**src/rtl/core/rbsi_pkg.sv**
```systemverilog
`default_nettype none
// ----------------------------------------------------------------------------
// rbsi_pkg
// Shared types and constants for the ray versus box slab test pipeline.
// ----------------------------------------------------------------------------
package rbsi_pkg;

  localparam int FRAC_BITS = 16;
  localparam int FX_W      = 32;
  // divider: input, magnitude, setup, one stage per quotient bit, sign fixup
  localparam int DIV_LAT   = FX_W + 4;

  typedef logic signed [FX_W-1:0] fx_t;

  localparam fx_t FX_MIN = {1'b1, {(FX_W-1){1'b0}}};
  localparam fx_t FX_MAX = {1'b0, {(FX_W-1){1'b1}}};

  typedef struct packed {
    fx_t [2:0]  org;
    fx_t [2:0]  dir;
    logic [2:0] dzero;
    logic       miss;
  } side_t;

endpackage
`default_nettype wire

```
**src/rtl/core/rbsi_div.sv**
```systemverilog
`default_nettype none
// ----------------------------------------------------------------------------
// rbsi_div
// Pipelined fixed point slab divider: ((corner - origin) << FRAC_BITS) / den,
// truncated toward zero and saturated, one quotient bit per stage.
// ----------------------------------------------------------------------------
module rbsi_div import rbsi_pkg::*; (
  input  wire logic clk,
  input  wire logic rst,
  input  wire logic en,
  input  wire fx_t  corner,
  input  wire fx_t  origin,
  input  wire fx_t  den,
  output fx_t       quot
);

  localparam int HI_W = FRAC_BITS + 1;

  logic signed [FX_W:0] diff0;
  fx_t                  den0;
  logic                 neg1;
  logic [FX_W:0]        nmag1;
  logic [FX_W-1:0]      dmag1;

  logic [FX_W-1:0] rem_s  [0:FX_W];
  logic [FX_W-1:0] low_s  [0:FX_W];
  logic [FX_W-1:0] q_s    [0:FX_W];
  logic [FX_W-1:0] d_s    [0:FX_W];
  logic            neg_s  [0:FX_W];
  logic            ovf_s  [0:FX_W];

  logic [HI_W-1:0] hi1;
  logic [FX_W-1:0] quot_next;

  always_ff @(posedge clk) begin
    if (rst) begin
      diff0 <= '0;
    end else if (en) begin
      diff0 <= (FX_W+1)'(corner) - (FX_W+1)'(origin);
      den0  <= den;
    end
  end

  // magnitudes and result sign
  always_ff @(posedge clk) begin
    if (en) begin
      neg1  <= diff0[FX_W] ^ den0[FX_W-1];
      nmag1 <= diff0[FX_W] ? (FX_W+1)'(-diff0) : (FX_W+1)'(diff0);
      dmag1 <= den0[FX_W-1] ? FX_W'(-den0) : FX_W'(den0);
    end
  end

  // upper part of the scaled numerator decides overflow and seeds the remainder
  assign hi1 = nmag1[FX_W:FX_W-FRAC_BITS];

  always_ff @(posedge clk) begin
    if (en) begin
      ovf_s[0] <= FX_W'(hi1) >= dmag1;
      rem_s[0] <= FX_W'(hi1);
      low_s[0] <= {nmag1[FX_W-1-FRAC_BITS:0], {FRAC_BITS{1'b0}}};
      q_s[0]   <= '0;
      d_s[0]   <= dmag1;
      neg_s[0] <= neg1;
    end
  end

  for (genvar k = 0; k < FX_W; k++) begin : g_bit
    logic [FX_W:0] trial;
    logic          take;
    assign trial = {rem_s[k], low_s[k][FX_W-1]};
    assign take  = trial >= {1'b0, d_s[k]};
    always_ff @(posedge clk) begin
      if (en) begin
        rem_s[k+1] <= take ? FX_W'(trial - {1'b0, d_s[k]}) : trial[FX_W-1:0];
        low_s[k+1] <= {low_s[k][FX_W-2:0], 1'b0};
        q_s[k+1]   <= {q_s[k][FX_W-2:0], take};
        d_s[k+1]   <= d_s[k];
        neg_s[k+1] <= neg_s[k];
        ovf_s[k+1] <= ovf_s[k];
      end
    end
  end

  always_comb begin
    if (neg_s[FX_W]) begin
      if (ovf_s[FX_W] || q_s[FX_W] > FX_MIN) quot_next = FX_MIN;
      else                                    quot_next = -q_s[FX_W];
    end else begin
      if (ovf_s[FX_W] || q_s[FX_W][FX_W-1]) quot_next = FX_MAX;
      else                                   quot_next = q_s[FX_W];
    end
  end

  always_ff @(posedge clk) begin
    if (en) begin
      quot <= quot_next;
    end
  end

endmodule
`default_nettype wire

```
**config.mk**
```make
export PLATFORM = sky130hd
export DESIGN_NAME = rbsi_div
export DESIGN_NICKNAME = d
export VERILOG_FILES = /design/src/rtl/core/rbsi_pkg.sv /design/src/rtl/core/rbsi_div.sv
export SDC_FILE = /design/constraint.sdc
export NUM_CORES = 2
export LEC_CHECK = 0
export BUFFER_PORTS_ARGS = -buffer_cell sky130_fd_sc_hd__buf_2
export CAP_MARGIN = 15
export CORE_ASPECT_RATIO = 0.5
export CORE_MARGIN = 4
export CORE_UTILIZATION = 40
export DETAILED_ROUTE_END_ITERATION = 10
export GPL_TIMING_DRIVEN = 0
export HOLD_SLACK_MARGIN = 0.12
export MAX_ROUTING_LAYER = met4
export PLACE_DENSITY = 0.64
export SETUP_SLACK_MARGIN = 0.3
export SYNTH_ARGS = -nofsm -noshare
export SYNTH_HDL_FRONTEND = slang
export SYNTH_MEMORY_MAX_BITS = 65536
export SYNTH_SLANG_ARGS = --single-unit
```
**constraint.sdc**
```tcl
create_clock -name clk -period 4.7 [get_ports clk]
set_input_delay 1.175 -clock clk [delete_from_list [all_inputs] [get_ports clk]]
set_output_delay 1.175 -clock clk [all_outputs]
set_load 0.02 [all_outputs]
```
# Word-level counts from Yosys, hierarchy flattened
# Memory sizes are Yosys's and may differ from the RTL's.
# Cells that the tools add are included.
# totals
register_bits,163
mem_bits_rw,4257
mem_count,6
# classes
n_addsub,36
order_cmp,34
mux,39
n_bitwise,2
reduce_logical,3
# mem_list
memory,words,word_bits,rd,rd_clocked_by_memory_dff,write_ports,line_no,text
d_s,33,32,32,0,33,rbsi_div.sv:28,logic [FX_W-1:0] d_s [0:FX_W];
q_s,33,32,33,0,33,rbsi_div.sv:27,logic [FX_W-1:0] q_s [0:FX_W];
rem_s,33,32,32,0,33,rbsi_div.sv:25,logic [FX_W-1:0] rem_s [0:FX_W];
low_s,33,31,32,0,33,rbsi_div.sv:26,logic [FX_W-1:0] low_s [0:FX_W];
neg_s,33,1,33,0,33,rbsi_div.sv:29,logic neg_s [0:FX_W];
ovf_s,33,1,33,0,33,rbsi_div.sv:30,logic ovf_s [0:FX_W];
# ops
cell,n
two-way mux 32 bit,36
greater-or-equal comparator 33 x 32 -> 1 bit,32
subtractor 32 bit,32
negation 32 bit,2
negation 33 bit,1
subtractor 32 x 32 -> 33 bit,1
greater-or-equal comparator 17 x 32 -> 1 bit,1
greater-than comparator 32 bit (second input constant),1
two-way mux 31 bit,1
logical OR 1 bit,2
two-way mux 1 bit,2
AND reduction 2 bit,1
NOT 1 bit,1
bitwise XOR 1 bit,1

# Logic depth before layout (Yosys ltp)
# An unclocked memory read counts as a cell.
# depth
word_depth,5
depth_mapped,16

# Least setup slack after synthesis
# OpenSTA, ideal clock, no wires.
# synth_timing
path_type,input -> register
start,in corner[0]
end,reg diff0[26]
arrival_time_ns,3.760
required_ns,4.566
path_slack_ns,0.806
path_stages,13
cell_sequence,inv_1 > ha_1 > fa_1 > nor2b_1 > o21a_1 > o21ai_0 > a21oi_1 > o21ai_0 > a21oi_1 > a21oi_1 > o21ai_0 > a21oi_1 > or4_1
# synth_via
elab_chain_len,1
# synth_rtl
item,line_no,text
"start, declared",rbsi_div.sv:11,"input wire fx_t corner,"
subtractor 32 x 32 -> 33 bit,rbsi_div.sv:39,diff0 <= (FX_W+1)'(corner) - (FX_W+1)'(origin);
"end signal, assigned",rbsi_div.sv:39,
"end, declared",rbsi_div.sv:19,logic signed [FX_W:0] diff0;
# No other way between the ends.
# A chain may end at the register's enable or synchronous reset.

==> metrics.txt <==
vias in the first global route=101000; initial antenna violation count=9; via count=101000; clk sink count=around 3000; Hold Vio Cnt, Final=0; clk buf depth=4; Leak=roughly 70 nW; Final Slew Violations=0; clk slew on worst S/H paths=~60 ps; Max Cap Violations=0; # DRC=0; fin crit share=0.906; pin count of the biggest net entering global routing=183; remaining global-route overflow=0; Root Driver=clkbuf_16; DRT antenna net count=0; achievable frequency=around 230 MHz; Setup WS pre-CTS=-1720 ps; final setup vio count=0; Post-DP HPWL=about 280000 um; Synth cell types=87; share of layout cells above drive strength 1=0.0887; CTS tree=done; synth warn=0; WL/cell=between 15 and 20 um; Final #Nets=15000; CP startpoint kind=register; outcome=finished clean; EDFF count, synth=a little under 3000; async set-reset flop share out of synthesis=0; commonest register cell after synthesis=edfxtp_1; die area=0.399 sq mm; CTS HTree Levels=5; crit-path max cell delay=620 ps; Min-Delay Endpoint=low_s[0][240]; Inst Count DP=between 15000 and 20000; num ports=around 130; First DRT Iteration DRCs=6690; commonest non-fill, non-tap cell in the layout=edfxtp_1; Final Skew=roughly 80 ps; CP Capture Type=register; worst hold path startpoint=low_s[0][208]; slew of the pin with the lowest slew margin=~1100 ps; Worst Hold Depth=0; cells on worst reg2reg path=13; Seq cells post-synth=a little under 3000; Starting Density=0.402; Setup WS post-layout=approximately 440 ps; Reg2Reg Setup Slack=about 440 ps; most frequent cells in the layout=2893 x edfxtp_1, 1316 x inv_1, 1083 x nand2_1; CP max stage cell=o21ai_0; CTS Hold Bufs=0; worst-path cell chain=ha_1 > and3_1 > nand2_1 > a21oi_2 > o21ai_0 > a21oi_2 > o31a_1 > nand2_1 > nand2b_1 > a21oi_1 > a21oi_4 > clkbuf_4 > mux2_2; Die Ht=between 400 and 500 um; first-pass GRT wire length=~580000 um; signal arrival time at the worst endpoint=~4900 ps; min cycle time layout=4260 ps; sequential area share after synthesis=0.564; R2R Path Start=rem_s[0][934]; post-DR vias/cell=5.28; DIE WIDTH=889 um; Slew HR=0.287; critical path fanouts, max=10; Clock Latency Late Sink=920 ps; RSZ-0062 raised after global routing=true; Finished Layout Cells=~19000; Critical Path RT=about 5300 ps; worst min-delay path category=register to register; Max rail drop VDD=about 0.28 mV; GPL Wtd Cong=around 0.94; critical path type=register to register; I/O Buffers=129; gate count of the mapped netlist=about 13000; Mean Syn Cell Area=roughly 12 sq um; Rows=between 150 and 200; pwr dens=approximately 670 mW/mm^2; setup TNS=0 ps; core area=just under 0.4 sq mm; GRT Util Overall=0.189; WL final=between 300000 and 400000 um; Power Total=approximately 120 mW; first drt pass iteration count=8; syn_nets=around 15000; reg2reg end=rem_s[0][988]; CTS buffer count=291; area delta synth->final=11.9%; FILL cells=about 35000; synthesized cell area=0.155 sq mm
==> report_power, final <==
group / internal, mW / switching, mW / total (mW)
Clock: 13.3 / 10.3 / 23.5
Combinational: 21.4 / 29.8 / 51.3
Sequential: 37.5 / 3.48 / 41.0
Total: 72.2 / 43.6 / 116
==> layer usage <==
| metal | up-vias | part of all wire | track usage |
|---|---|---|---|
| li1 | 50000 | - | - |
| met1 | 48700 | 0.41 | 0.218 |
| met2 | 1964 | 0.50 | 0.334 |
| met3 | 807 | 0.033 | 0.0214 |
| met4 | 0 | 0.053 | 0.0844 |
| met5 | - | 0 | - |
==> critical path, delay by kind of cell, from the launching register on <==
kind / cells / cell delay [ps]
flip-flops: 1 / 400
buffers and inverters: 1 / 300
AO/OA/AOI/OAI: 6 / 1870
multiplexers: 1 / 310
adder cells (fa/ha/maj): 1 / 380
AND/OR/NAND/NOR: 4 / 700
==> final cells by class <==
class                   count  area [sq um]  share of cell area
flip-flops and latches   2926         87500               0.504
multi-input cells        8785         62200               0.358
clock buffers             337          7520              0.0433
well taps                5134          6420              0.0370
inverters                1318          4950              0.0285
clock inverters           173          1830              0.0105
repair buffers            192          1700             0.00979
plain buffers             320          1500             0.00861
diodes                     24          60.1            0.000346
==> timing repair <==
item,in CTS,in global routing
setup endpoints to repair,1331,911
resized for setup,197,157
pin swaps,10,13
gates cloned,5,2
setup buffers,16,14
==> worst max path at each step <==
| stage | depth (start not counted) | start | slack, ps | endpoint |
|---|---|---|---|---|
| floorplan | 13 | corner[0] | 810 | diff0[26] |
| global placement | 1 | en | -43480 | d_s[0][1020] |
| detailed placement | 8 | en | -1720 | d_s[0][1019] |
| CTS | 6 | en | 110 | d_s[0][893] |
| global route | 13 | rem_s[0][672] | 280 | rem_s[0][729] |
| finish | 13 | rem_s[0][934] | 440 | rem_s[0][988] |
==> cell usage after synthesis (all sizes together) (18+ instances only) <==
| master | instances | area share |
|---|---|---|
| a21o | 576 | 0.028 |
| mux2i | 44 | 0.0028 |
| a31oi | 123 | 0.0050 |
| o31ai | 89 | 0.0043 |
| ha | 1061 | 0.086 |
| and4 | 27 | 0.0015 |
| and3 | 93 | 0.0037 |
| dfxtp | 33 | 0.0043 |
| nor3b | 18 | 0.00087 |
| nor2 | 651 | 0.016 |
| edfxtp | 2893 | 0.56 |
| inv | 1317 | 0.032 |
| or3 | 58 | 0.0025 |
| or4 | 18 | 0.00087 |
| nor4 | 32 | 0.0013 |
| clkbuf | 286 | 0.0069 |
| a31o | 27 | 0.0015 |
| and2 | 35 | 0.0014 |
| o211ai | 36 | 0.0017 |
| nor2b | 158 | 0.0064 |
| a221oi | 30 | 0.0017 |
| buf | 34 | 0.0010 |
| a41oi | 24 | 0.0014 |
| nand2b | 163 | 0.0066 |
| nand3 | 228 | 0.0074 |
| nand4 | 139 | 0.0056 |
| o221ai | 20 | 0.0011 |
| a211oi | 69 | 0.0033 |
| xor2 | 381 | 0.022 |
| fa | 32 | 0.0041 |
| o21ai | 974 | 0.031 |
| a311oi | 21 | 0.0012 |
| or2 | 30 | 0.0012 |
| mux2 | 320 | 0.023 |
| xnor2 | 528 | 0.030 |
| a21boi | 40 | 0.0019 |
| a21oi | 959 | 0.031 |
| o21a | 131 | 0.0063 |
| a211o | 44 | 0.0025 |
| nor3 | 148 | 0.0048 |
| nand2 | 1085 | 0.026 |
| o31a | 32 | 0.0018 |
| o41ai | 25 | 0.0015 |
| o21bai | 126 | 0.0061 |
==> kinds of logic (layout without fill, tap and decap cells) <==
| logic type | count (synthesis) | after routing | share of synthesized area |
|---|---|---|---|
| fa+ha+maj | 1093 | 1093 | 0.0897 |
| buf+inv | 1638 | 2340 | 0.0398 |
| other cells | 0 | 24 | 0 |
| compound gates | 3480 | 3480 | 0.140 |
| mux | 364 | 364 | 0.0261 |
| flops | 2926 | 2926 | 0.564 |
| simple gates | 2939 | 2939 | 0.0893 |
| xor+xnor | 909 | 909 | 0.0513 |
==> flip-flops by register name (all words and copies together) (netlist names) <==
register,flops
d_s,1024
low_s,136
nmag1,33
dmag1,32
q_s,528
neg1,1
ovf_s,33
den0,32
rem_s,1009
quot,32
neg_s,33
diff0,33
==> stage by stage <==
stage          hold WS (ps)  area, sq um   util
6_report                392       174000  0.451
5_1_grt                 378       174000  0.451
4_1_cts                 348       173000  0.449
3_5_place_dp            405       163000  0.422
3_3_place_gp            400       162000  0.421
2_1_floorplan           400       155000      -
No activity file was read; power rests on OpenSTA's default activity.
